===== src/hdl/sha256_message_hasher_top_macros.svh =====
// Assertion macros for the SHA-256 hasher.
`ifndef SHA256_MESSAGE_HASHER_TOP_MACROS_SVH
`define SHA256_MESSAGE_HASHER_TOP_MACROS_SVH
`ifndef NO_ASSERTIONS
`define SHA_ASSERT_IMP(label, clk, rst, a, c) \
   label: assert property (@(posedge clk) disable iff (rst) (a) |-> (c)) \
      else $error("assertion failed");
`define SHA_ASSERT_NXT(label, clk, rst, a, c) \
   label: assert property (@(posedge clk) disable iff (rst) (a) |=> (c)) \
      else $error("assertion failed");
`else
`define SHA_ASSERT_IMP(label, clk, rst, a, c)
`define SHA_ASSERT_NXT(label, clk, rst, a, c)
`endif
`endif


===== src/hdl/sha_pkg.sv =====
`timescale 1ns / 1ps
`default_nettype none
package sha_pkg;
   typedef enum logic [2:0] {
      ST_IDLE, ST_LOAD, ST_ROUND, ST_FOLD, ST_PAD, ST_OUT
   } state_type;

   localparam logic [31:0] INIT_HASH [8] = '{
      32'h6a09e667, 32'hbb67ae85, 32'h3c6ef372, 32'ha54ff53a,
      32'h510e527f, 32'h9b05688c, 32'h1f83d9ab, 32'h5be0cd19};

   localparam logic [31:0] ROUND_CONST [64] = '{
      32'h428a2f98, 32'h71374491, 32'hb5c0fbcf, 32'he9b5dba5, 32'h3956c25b, 32'h59f111f1,
      32'h923f82a4, 32'hab1c5ed5, 32'hd807aa98, 32'h12835b01, 32'h243185be, 32'h550c7dc3,
      32'h72be5d74, 32'h80deb1fe, 32'h9bdc06a7, 32'hc19bf174, 32'he49b69c1, 32'hefbe4786,
      32'h0fc19dc6, 32'h240ca1cc, 32'h2de92c6f, 32'h4a7484aa, 32'h5cb0a9dc, 32'h76f988da,
      32'h983e5152, 32'ha831c66d, 32'hb00327c8, 32'hbf597fc7, 32'hc6e00bf3, 32'hd5a79147,
      32'h06ca6351, 32'h14292967, 32'h27b70a85, 32'h2e1b2138, 32'h4d2c6dfc, 32'h53380d13,
      32'h650a7354, 32'h766a0abb, 32'h81c2c92e, 32'h92722c85, 32'ha2bfe8a1, 32'ha81a664b,
      32'hc24b8b70, 32'hc76c51a3, 32'hd192e819, 32'hd6990624, 32'hf40e3585, 32'h106aa070,
      32'h19a4c116, 32'h1e376c08, 32'h2748774c, 32'h34b0bcb5, 32'h391c0cb3, 32'h4ed8aa4a,
      32'h5b9cca4f, 32'h682e6ff3, 32'h748f82ee, 32'h78a5636f, 32'h84c87814, 32'h8cc70208,
      32'h90befffa, 32'ha4506ceb, 32'hbef9a3f7, 32'hc67178f2};

   localparam logic [7:0] PAD_BYTE = 8'h80;
endpackage
`default_nettype wire


===== src/hdl/sha_round.sv =====
`timescale 1ns / 1ps
`default_nettype none
// One SHA-256 round plus one schedule step; shared by all 64 rounds.
module sha_round (
   input  wire logic [31:0] v_a, v_b, v_c, v_d, v_e, v_f, v_g, v_h,
   input  wire logic [31:0] w_t,
   input  wire logic [31:0] k_t,
   input  wire logic [31:0] w_m16, w_m15, w_m7, w_m2,
   output logic [31:0] new_a,
   output logic [31:0] new_e,
   output logic [31:0] w_next
);
   logic [31:0] s0, s1, ch, maj, t1, t2, ls0, ls1;
   always_comb begin
      s1  = {v_e[5:0], v_e[31:6]} ^ {v_e[10:0], v_e[31:11]} ^ {v_e[24:0], v_e[31:25]};
      ch  = (v_e & v_f) ^ (~v_e & v_g);
      t1  = v_h + s1 + ch + k_t + w_t;
      s0  = {v_a[1:0], v_a[31:2]} ^ {v_a[12:0], v_a[31:13]} ^ {v_a[21:0], v_a[31:22]};
      maj = (v_a & v_b) ^ (v_a & v_c) ^ (v_b & v_c);
      t2  = s0 + maj;
      new_a = t1 + t2;
      new_e = v_d + t1;
      ls0 = {w_m15[6:0], w_m15[31:7]} ^ {w_m15[17:0], w_m15[31:18]} ^ (w_m15 >> 3);
      ls1 = {w_m2[16:0], w_m2[31:17]} ^ {w_m2[18:0], w_m2[31:19]} ^ (w_m2 >> 10);
      w_next = w_m16 + ls0 + w_m7 + ls1;
   end
endmodule
`default_nettype wire


===== src/hdl/sha256_message_hasher_top.sv =====
`timescale 1ns / 1ps
`default_nettype none
// Plain byte (no block completion): ready again in the next cycle.
// Byte completing a block: busy through 16 word loads, 64 rounds and the fold.
// End of message: a pad step, then load, rounds and fold per padded block (one or two;
//   an end on a block-completing byte first compresses that block), then 8 digest words,
//   1/cycle while rsp_ready is high. The single shared round unit does 1 round/cycle.
// Synchronous active-high reset clears control, counters, and hash state to the IV.
module sha256_message_hasher_top (
   input  wire logic        clock,
   input  wire logic        reset,
   input  wire logic        req_valid,
   output logic             req_ready,
   input  wire logic [7:0]  req_data_byte,
   input  wire logic        req_has_byte,
   input  wire logic        req_end_of_message,
   output logic             rsp_valid,
   input  wire logic        rsp_ready,
   output logic [31:0]      rsp_digest_word,
   output logic [2:0]       rsp_word_index,
   output logic             rsp_final_word
);
   import sha_pkg::*;
`include "sha256_message_hasher_top_macros.svh"

   state_type state_ff, state_in;
   logic [31:0] blk_ff [16];            // block buffer incl. padding, first byte in bits 31..24
   logic [5:0]  fill_ff, fill_in;
   logic [63:0] len_ff, len_in;
   logic [31:0] hash_ff [8];
   logic [31:0] wv_ff [8];
   logic [31:0] win_ff [16];            // schedule shift window, win_ff[15] newest
   logic [6:0]  rnd_ff, rnd_in;         // load/round counter
   logic        ending_ff, ending_in;   // padding in progress
   logic        second_ff, second_in;   // padding needs a length-only block
   logic        pad_ff, pad_in;         // end came with a block-completing byte
   logic [2:0]  oidx_ff, oidx_in;

   logic take;
   logic [31:0] new_a, new_e, w_next, w_t;
   logic [31:0] pad_blk [16];           // block with padding and length applied

   assign take = req_valid && req_ready;
   assign req_ready = (state_ff == ST_IDLE);
   assign rsp_valid = (state_ff == ST_OUT);
   assign rsp_digest_word = hash_ff[oidx_ff];
   assign rsp_word_index = oidx_ff;
   assign rsp_final_word = (oidx_ff == 3'd7);

   // rounds 0..15 take the loaded word, later ones the fresh schedule word
   assign w_t = (rnd_ff < 7'd16) ? win_ff[rnd_ff[3:0]] : w_next;

   sha_round u_round (
      .v_a(wv_ff[0]), .v_b(wv_ff[1]), .v_c(wv_ff[2]), .v_d(wv_ff[3]),
      .v_e(wv_ff[4]), .v_f(wv_ff[5]), .v_g(wv_ff[6]), .v_h(wv_ff[7]),
      .w_t(w_t), .k_t(ROUND_CONST[rnd_ff[5:0]]),
      .w_m16(win_ff[0]), .w_m15(win_ff[1]), .w_m7(win_ff[9]), .w_m2(win_ff[14]),
      .new_a(new_a), .new_e(new_e), .w_next(w_next));

   // 0x80 at the fill point, zeros above, length in the last 8 bytes when it fits
   always_comb begin
      logic [31:0] len_word;
      for (int j = 0; j < 16; j++) begin
         len_word = (j == 14) ? len_ff[63:32] : len_ff[31:0];
         for (int l = 0; l < 4; l++) begin
            if (6'(4*j + l) == fill_ff) pad_blk[j][31 - 8*l -: 8] = PAD_BYTE;
            else if (6'(4*j + l) > fill_ff) begin
               if (j >= 14 && fill_ff < 6'd56)
                  pad_blk[j][31 - 8*l -: 8] = len_word[31 - 8*l -: 8];
               else
                  pad_blk[j][31 - 8*l -: 8] = 8'h00;
            end else pad_blk[j][31 - 8*l -: 8] = blk_ff[j][31 - 8*l -: 8];
         end
      end
   end

   always_comb begin
      state_in  = state_ff;
      fill_in   = fill_ff;
      len_in    = len_ff;
      rnd_in    = rnd_ff;
      ending_in = ending_ff;
      second_in = second_ff;
      pad_in    = pad_ff;
      oidx_in   = oidx_ff;
      unique case (state_ff)
         ST_IDLE: begin
            if (take) begin
               if (req_has_byte) begin
                  fill_in = fill_ff + 6'd1;
                  len_in  = len_ff + 64'd8;
               end
               if (req_has_byte && fill_ff == 6'd63) begin
                  state_in = ST_LOAD;
                  rnd_in   = '0;
                  pad_in   = req_end_of_message;
               end else if (req_end_of_message) begin
                  state_in = ST_PAD;
               end
            end
         end
         ST_PAD: begin
            // padding bytes written this cycle; block then compressed
            ending_in = 1'b1;
            second_in = (fill_ff >= 6'd56);
            state_in  = ST_LOAD;
            rnd_in    = '0;
         end
         ST_LOAD: begin
            rnd_in = rnd_ff + 7'd1;
            if (rnd_ff == 7'd15) begin
               state_in = ST_ROUND;
               rnd_in   = '0;
            end
         end
         ST_ROUND: begin
            rnd_in = rnd_ff + 7'd1;
            if (rnd_ff == 7'd63) state_in = ST_FOLD;
         end
         ST_FOLD: begin
            rnd_in = '0;
            fill_in = '0;
            if (!ending_ff) begin
               // full block done; an end seen with its last byte pads a fresh block
               state_in = pad_ff ? ST_PAD : ST_IDLE;
               pad_in   = 1'b0;
            end else if (second_ff) begin
               second_in = 1'b0;
               state_in  = ST_LOAD;       // length-only block, prepared in fold
            end else begin
               state_in = ST_OUT;
               oidx_in  = '0;
            end
         end
         ST_OUT: begin
            if (rsp_ready) begin
               oidx_in = oidx_ff + 3'd1;
               if (oidx_ff == 3'd7) begin
                  state_in  = ST_IDLE;
                  ending_in = 1'b0;
                  fill_in   = '0;
                  len_in    = '0;
               end
            end
         end
         default: state_in = ST_IDLE;
      endcase
   end

   always_ff @(posedge clock) begin
      if (reset) begin
         state_ff  <= ST_IDLE;
         fill_ff   <= '0;
         len_ff    <= '0;
         rnd_ff    <= '0;
         ending_ff <= 1'b0;
         second_ff <= 1'b0;
         pad_ff    <= 1'b0;
         oidx_ff   <= '0;
      end else begin
         state_ff  <= state_in;
         fill_ff   <= fill_in;
         len_ff    <= len_in;
         rnd_ff    <= rnd_in;
         ending_ff <= ending_in;
         second_ff <= second_in;
         pad_ff    <= pad_in;
         oidx_ff   <= oidx_in;
      end
   end

   // hash state: IV after reset and after the last digest word
   always_ff @(posedge clock) begin
      if (reset || (state_ff == ST_OUT && rsp_ready && oidx_ff == 3'd7)) begin
         for (int i = 0; i < 8; i++) hash_ff[i] <= INIT_HASH[i];
      end else if (state_ff == ST_FOLD) begin
         for (int i = 0; i < 8; i++) hash_ff[i] <= hash_ff[i] + wv_ff[i];
      end
   end

   // block buffer, window and working variables (payload)
   always_ff @(posedge clock) begin
      unique case (state_ff)
         ST_IDLE: begin
            if (take && req_has_byte)
               blk_ff[fill_ff[5:2]][{~fill_ff[1:0], 3'd0} +: 8] <= req_data_byte;
         end
         ST_PAD: begin
            for (int j = 0; j < 16; j++) blk_ff[j] <= pad_blk[j];
         end
         ST_LOAD: begin
            // one word a cycle into the window; a..h take the hash at the start
            for (int i = 0; i < 15; i++) win_ff[i] <= win_ff[i + 1];
            win_ff[15] <= blk_ff[rnd_ff[3:0]];
            for (int i = 0; i < 8; i++) wv_ff[i] <= hash_ff[i];
         end
         ST_ROUND: begin
            wv_ff[0] <= new_a;
            wv_ff[1] <= wv_ff[0];
            wv_ff[2] <= wv_ff[1];
            wv_ff[3] <= wv_ff[2];
            wv_ff[4] <= new_e;
            wv_ff[5] <= wv_ff[4];
            wv_ff[6] <= wv_ff[5];
            wv_ff[7] <= wv_ff[6];
            if (rnd_ff >= 7'd16) begin
               // window slides once per schedule word from round 16 on
               for (int i = 0; i < 15; i++) win_ff[i] <= win_ff[i + 1];
               win_ff[15] <= w_next;
            end
         end
         ST_FOLD: begin
            if (second_ff) begin
               for (int j = 0; j < 14; j++) blk_ff[j] <= 32'h0;
               blk_ff[14] <= len_ff[63:32];
               blk_ff[15] <= len_ff[31:0];
            end
         end
         default: ;
      endcase
   end

   `SHA_ASSERT_IMP(a_ready_idle, clock, reset, req_ready, state_ff == ST_IDLE)
   `SHA_ASSERT_IMP(a_final_idx, clock, reset, rsp_valid && rsp_final_word, rsp_word_index == 3'd7)
   `SHA_ASSERT_NXT(a_out_hold, clock, reset, rsp_valid && !rsp_ready, rsp_valid && $stable(oidx_ff))
   `SHA_ASSERT_IMP(a_no_overlap, clock, reset, rsp_valid, !req_ready)
endmodule
`default_nettype wire

===== config.mk =====
export PLATFORM = sky130hd
export DESIGN_NAME = sha256_message_hasher_top
export DESIGN_NICKNAME = d
export VERILOG_FILES = /design/src/hdl/sha_pkg.sv /design/src/hdl/sha_round.sv /design/src/hdl/sha256_message_hasher_top.sv
export VERILOG_INCLUDE_DIRS = /design/src /design/src/hdl
export SDC_FILE = /design/constraint.sdc
export NUM_CORES = 2
export LEC_CHECK = 0
export ABC_AREA = 1
export BUFFER_PORTS_ARGS = -buffer_cell sky130_fd_sc_hd__buf_2
export CAP_MARGIN = 25
export CORE_AREA = 2 2 413 415
export DETAILED_ROUTE_END_ITERATION = 7
export DIE_AREA = 0 0 415 417
export MAX_ROUTING_LAYER = met4
export PLACE_DENSITY_LB_ADDON = 0.08
export SLEW_MARGIN = 40
export SYNTH_ARGS = -nofsm -noshare
export SYNTH_HDL_FRONTEND = slang
export SYNTH_SLANG_ARGS = --single-unit

===== constraint.sdc =====
create_clock -name clock -period 47.2 [get_ports clock]
set_input_delay 4.72 -clock clock [delete_from_list [all_inputs] [get_ports clock]]
set_output_delay 4.72 -clock clock [all_outputs]
set_load 0.01 [all_outputs]

; ---- Yosys cells after proc, flatten, opt, wreduce, memory -nomap -nowiden
; Memories as Yosys holds them, arrays and structs flattened. A register that Yosys moved wholly into a read port is not among the register bits.
; Cells that the tools add are included.
[word_totals]
regBits = 86
mem_bits_rw = 1536
mem_bits_ro = 2048
inputBits = 14
output_inout_bits = 38
wordCells = 760
memories = 5
[mem_list]
columns = name, depth, word_bits, read_ports, rd_ports_with_merged_regs, write_ports, line
row1 = (name not given), 64, 32, 1, 0, 0, sha256_message_hasher_top.sv:56  ; .w_t(w_t), .k_t(ROUND_CONST[rnd_ff[5:0]]),
row2 = blk_ff, 16, 32, 1, 1, 16, sha256_message_hasher_top.sv:27  ; logic [31:0] blk_ff [16];
row3 = win_ff, 16, 32, 17, 1, 16, sha256_message_hasher_top.sv:32  ; logic [31:0] win_ff [16];
row4 = hash_ff, 8, 32, 9, 1, 8, sha256_message_hasher_top.sv:30  ; logic [31:0] hash_ff [8];
row5 = wv_ff, 8, 32, 8, 0, 8, sha256_message_hasher_top.sv:31  ; logic [31:0] wv_ff [8];
[classes]
add_sub_neg = 23
magnitude_cmp = 69
eq_ne = 147
shift = 2
muxes = 302
bitwise_logic = 115
n_reduce_logical = 89
[op_table]
columns = operator, count
row1 = 8-bit 2-to-1 mux, 200
row2 = 32-bit 2-to-1 mux, 38
row3 = 32-bit adder, 18
row4 = 32-bit bitwise XOR, 9
row5 = 64-bit 2-to-1 mux, 4
row6 = "6-bit equality test, first input constant", 32
row7 = "6-bit greater-than comparator, first input constant", 32
row8 = 32-bit AND, 5
row9 = "2-bit != test, second input constant", 69
row10 = 2-bit AND reduction, 65
row11 = 64-bit case mux with 2 select lines, 1
row12 = "5-bit by 6-bit equality test with 1-bit output, first input constant", 16
row13 = "5-bit by 6-bit greater-than comparator with 1-bit output, first input constant", 16
row14 = 1-bit bitwise OR, 96
row15 = "64-bit by 4-bit adder with 64-bit output, second input constant", 1
row16 = "4-bit by 6-bit equality test with 1-bit output, first input constant", 8
row17 = "4-bit by 6-bit greater-than comparator with 1-bit output, first input constant", 8
row18 = 3-bit 2-to-1 mux, 15
row19 = 32-bit inverter, 1
row20 = 32-bit OR reduction, 1
row21 = "8-bit by 7-bit variable shift with 32-bit output, first input constant", 1
row22 = 8-bit by 7-bit variable part select with 32-bit output, 1
row23 = 32-bit by 22-bit bitwise XOR with 32-bit output, 1
row24 = 32-bit by 29-bit bitwise XOR with 32-bit output, 1
row25 = 46 further kinds, 108

; ---- Depth between registers and ports, before layout
[depth]
ltp_word = 9
mapped_depth = 44
mapped_depth_nobuf = 44

; ---- Hierarchy
; From an unflattened synthesis, not the netlist that was laid out.
[unflattened]
cells_unflattened = 13430
hier_area_um2 = 105776.4
[by_module_without_submodules]
columns = module, n_inst, cells_each, area_per_inst_um2, seq_area_each_um2
row1 = sha256_message_hasher_top, 1, 11186, 90215.3, 43641.9
row2 = sha_round, 1, 2244, 15561.2, 0.0

; ---- Worst setup path before layout
; No wires, ideal clock.
[synth_path]
path_type = register -> register
start = register state_ff[2]
end = memory win_ff[0][0] (enable)
setup_ns = 2.098
t_arrival_ns = 37.077
t_required_ns = 45.102
slack_ns = 8.025
stages_incl_launch_ff = 7
n_path_buf = 3
synth_period_minus_slack_ns = 39.175
path_cell_list = dfxtp_1 -> buf_4 -> nor3_1 -> inv_1 -> clkbuf_1 -> clkbuf_1 -> o21ai_0
[synth_lines]
columns = element, line
row1 = from (decl), sha256_message_hasher_top.sv:26  ; state_type state_ff, state_in;
row2 = from (signal assigned), sha256_message_hasher_top.sv:161  ; state_ff <= state_in;
row3 = to (decl), sha256_message_hasher_top.sv:32

==> summary.md <==
| Metric | Value |
|---|---|
| Simple-gate share of the synthesized area | 15.4% |
| DRT antenna net count | 0 |
| Iter 0 DRT Violations | 13,600 |
| WL final | 392 mm |
| TritonCTS buffer count | 175 |
| Highest-count cells in the layout ignoring fill and taps | 1,623 x nand2_1, 1,580 x o21ai_0, 1,274 x nor2_1 |
| FF/Latch Area | 43,700 um^2 |
| Post-detail-place hpwl | 291 mm |
| Max-cap violation count | 0 |
| GRT Resource Usage Total | 45.3% |
| Most used cell, CP | o21ai_0 |
| Clock Tree Root | clkbuf_16 |
| Die area | 173,000 um^2 |
| Post-Synth Adder-Cell Area | 9.39% |
| Count of yosys warnings during synthesis | 0 |
| Nets@finish | 12,100 |
| RePlAce Congestion | 1.10 |
| CTS tree | built |
| #FFs+latches synth | 1,626 |
| Clock-pin slew on the worst setup and hold paths | 0.06 ns |
| Row Count | 151 |
| Initial antenna violation count | 19 |
| Syn Nets | 12,400 |
| Final setup viols | 0 |
| DRC Markers | 6 |
| Die Y | 417 um |
| Port Buffers | 51 |
| Synth Area in XOR/XNOR | 3.18% |
| Sink Count | 1,626 |
| Crit-path max cell delay | 0.62 ns |
| Total setup buffers inserted after CTS | 0 |
| Crit path launch type | flop |
| Setup TNS | 0 ns |
| Syn_area_per_cell | 8.44 um^2 |
| Period Utilization, post-route | 22.1% |
| First-pass GRT wire length | 566 mm |
| Ports | 52 |
| Slew @ Worst Pin | 1.01 ns |
| Initial core utilization | 58.8% |
| Slowest stage cell, crit path | buf_4 |
| Layout Area Growth over Synthesis | 7.96% |
| Clock buffer depth | 3 |
| Status | complete, but fails checks |
| Commonest non-fill, non-tap cell in the layout | nand2_1 |
| Hold path start | win_ff[5][12] |
| Worst EP arrival | 10.96 ns |
| Number of global-route vias before repair | 85,700 |
| Required time of the critical path | 47.75 ns |
| Multiplexer area fraction after synthesis | 0.283% |
| Filler cells | 14,100 |
| Register area share after synthesis | 44.0% |
| Die width | 415 um |
| Critical path capture point type | flop |
| Grt ovf | 0 |
| Vias | 91,600 |
| Crit-path max FO | 151 |
| Largest family of logic cells by synthesized area | compound AO/OA/AOI/OAI gates |
| Syn Inst Count | 11,800 |
| Distinct cell type count of the synthesized netlist | 74 |
| Compound-gate portion of the synthesized area | 21.0% |
| Critical path class | reg -> reg |
| Synthesized cell area | 99,100 um^2 |
| Vias per cell | 6.60 |
| Hold_buf cts | 0 |
| Tightest Hold Check Type | reg -> reg |
| Area taken by multi-input logic gates | 49,100 um^2 |
| Drt pass-1 iters | 8 |
| Violated checks | design-rule violations |
| Pin count of the biggest net entering global routing | 152 |
| Clk Latency, worst-skew pair | 0.88 ns |
| Hold Fails Final Rpt | 0 |
| Main synth FF type | edfxtp_1 |
| DR WL/cell | 28.2 um |
| Achievable frequency | 96.0 MHz |
| Core ar. | 169,000 um^2 |
| Post-cts sizing count | 0 |
| RSZ-0062 raised after global routing | false |
| Max Slew Vio Count | 0 |
| Post-layout min period | 10.42 ns |
| EDFF count, synth | 1,108 |
| Slew headroom | 32.6% |
| Worst reg2reg setup slack | 36.78 ns |
| Worst setup skew after layout | 0.0736 ns |
| Ratio of cells with drive above 1 in the final layout | 5.42% |
| FFs w/ async S/R, synth | 0% |
| H-tree depth | 4 |
metrics by stage:
| stage | hold WS, ns | worst slack, ns | cells | instance area [um^2] | util [%] |
|---|---|---|---|---|---|
| finish | 0.384 | 36.78 | 13900 | 107000 | 63.5 |
| floorplan | 0.421 | 8.03 | 11800 | 99100 | - |
| global placement | 0.423 | 36.92 | 13500 | 101000 | 59.8 |
| global route | 0.400 | 36.16 | 13900 | 107000 | 63.5 |
| detailed placement | 0.427 | 36.84 | 13500 | 101000 | 59.9 |
| CTS | 0.383 | 36.84 | 13900 | 107000 | 63.4 |
state kept, by name (all words and copies together) (netlist names), 3 cells and up, named ones only:
signal          count
fill_ff             6
wv_ff             256
len_ff             61
win_ff            512
hash_ff           256
blk_ff            512
rsp_word_index      3
rnd_ff              7
state_ff            3
cells by family after synthesis:
family | after synthesis
AO/OA/AOI/OAI | 3660
XOR/XNOR | 360
adder cells (fa/ha/maj) | 632
buffers and inverters | 1743
flip-flops | 1626
multiplexers | 28
AND/OR/NAND/NOR | 3701
critical path: cells and delay by family (launching register included):
family	cells	cell delay, ns
DFF	1	0.52
and+or+nand+nor	7	1.17
xor gates and xnor gates	2	0.32
buffers and inverters	6	2.46
AOI/OAI and AO/OA	10	2.87
adders and majority gates	5	2.37
synth_stat cells, drive strengths merged, types with 11 or more instances:
| cell type | instances | share of area, % |
|---|---|---|
| o21a | 80 | 0.61 |
| nor2 | 1334 | 5.2 |
| a21boi | 28 | 0.21 |
| o221ai | 166 | 1.5 |
| o22ai | 83 | 0.52 |
| a211oi | 174 | 1.3 |
| a22oi | 11 | 0.083 |
| inv | 1151 | 4.4 |
| a21oi | 1102 | 5.6 |
| or2 | 72 | 0.45 |
| nand3b | 11 | 0.083 |
| o21bai | 33 | 0.25 |
| o211ai | 132 | 1.0 |
| maj3 | 28 | 0.28 |
| a31oi | 111 | 0.71 |
| a221oi | 30 | 0.27 |
| nand2 | 1635 | 6.2 |
| mux2i | 28 | 0.28 |
| dfxtp | 518 | 10 |
| edfxtp | 1108 | 34 |
| clkbuf | 488 | 1.8 |
| nand3 | 398 | 2.0 |
| nor4 | 29 | 0.20 |
| o21ai | 1600 | 8.1 |
| buf | 100 | 0.48 |
| nand4 | 61 | 0.40 |
| ha | 408 | 5.1 |
| nor3 | 142 | 0.74 |
| xor2 | 176 | 1.6 |
| nor3b | 11 | 0.088 |
| xnor2 | 184 | 1.6 |
| a21o | 55 | 0.42 |
| fa | 196 | 4.0 |
routing by layer:
metal | global-route usage, % | part of all wire [%]
met1 | 54.6 | 36
met4 | 33.1 | 8.9
met3 | 10.3 | 12
met5 | - | 0
met2 | 67.0 | 44
final timing paths:
check                                     end  cells past startpoint
worst max register to register   wv_ff[0][23]                     30
worst min register to register  win_ff[4][12]                      0
worst max-delay path             wv_ff[0][23]                     30
worst min-delay path            win_ff[4][12]                      0
area by class of cell:
class | count | share of cell area [%]
Multi-Input combinational cell | 8381 | 45.9
Sequential cell | 1626 | 40.8
Clock buffer | 239 | 4.54
Inverter | 1155 | 4.08
Tap cell | 2218 | 2.59
Timing Repair Buffer | 154 | 1.12
Clock inverter | 90 | 0.935
Antenna cell | 17 | 0.0397
Power is not shown: default switching activity piles up to over one toggle a cycle in this logic, so the estimate is an artifact.
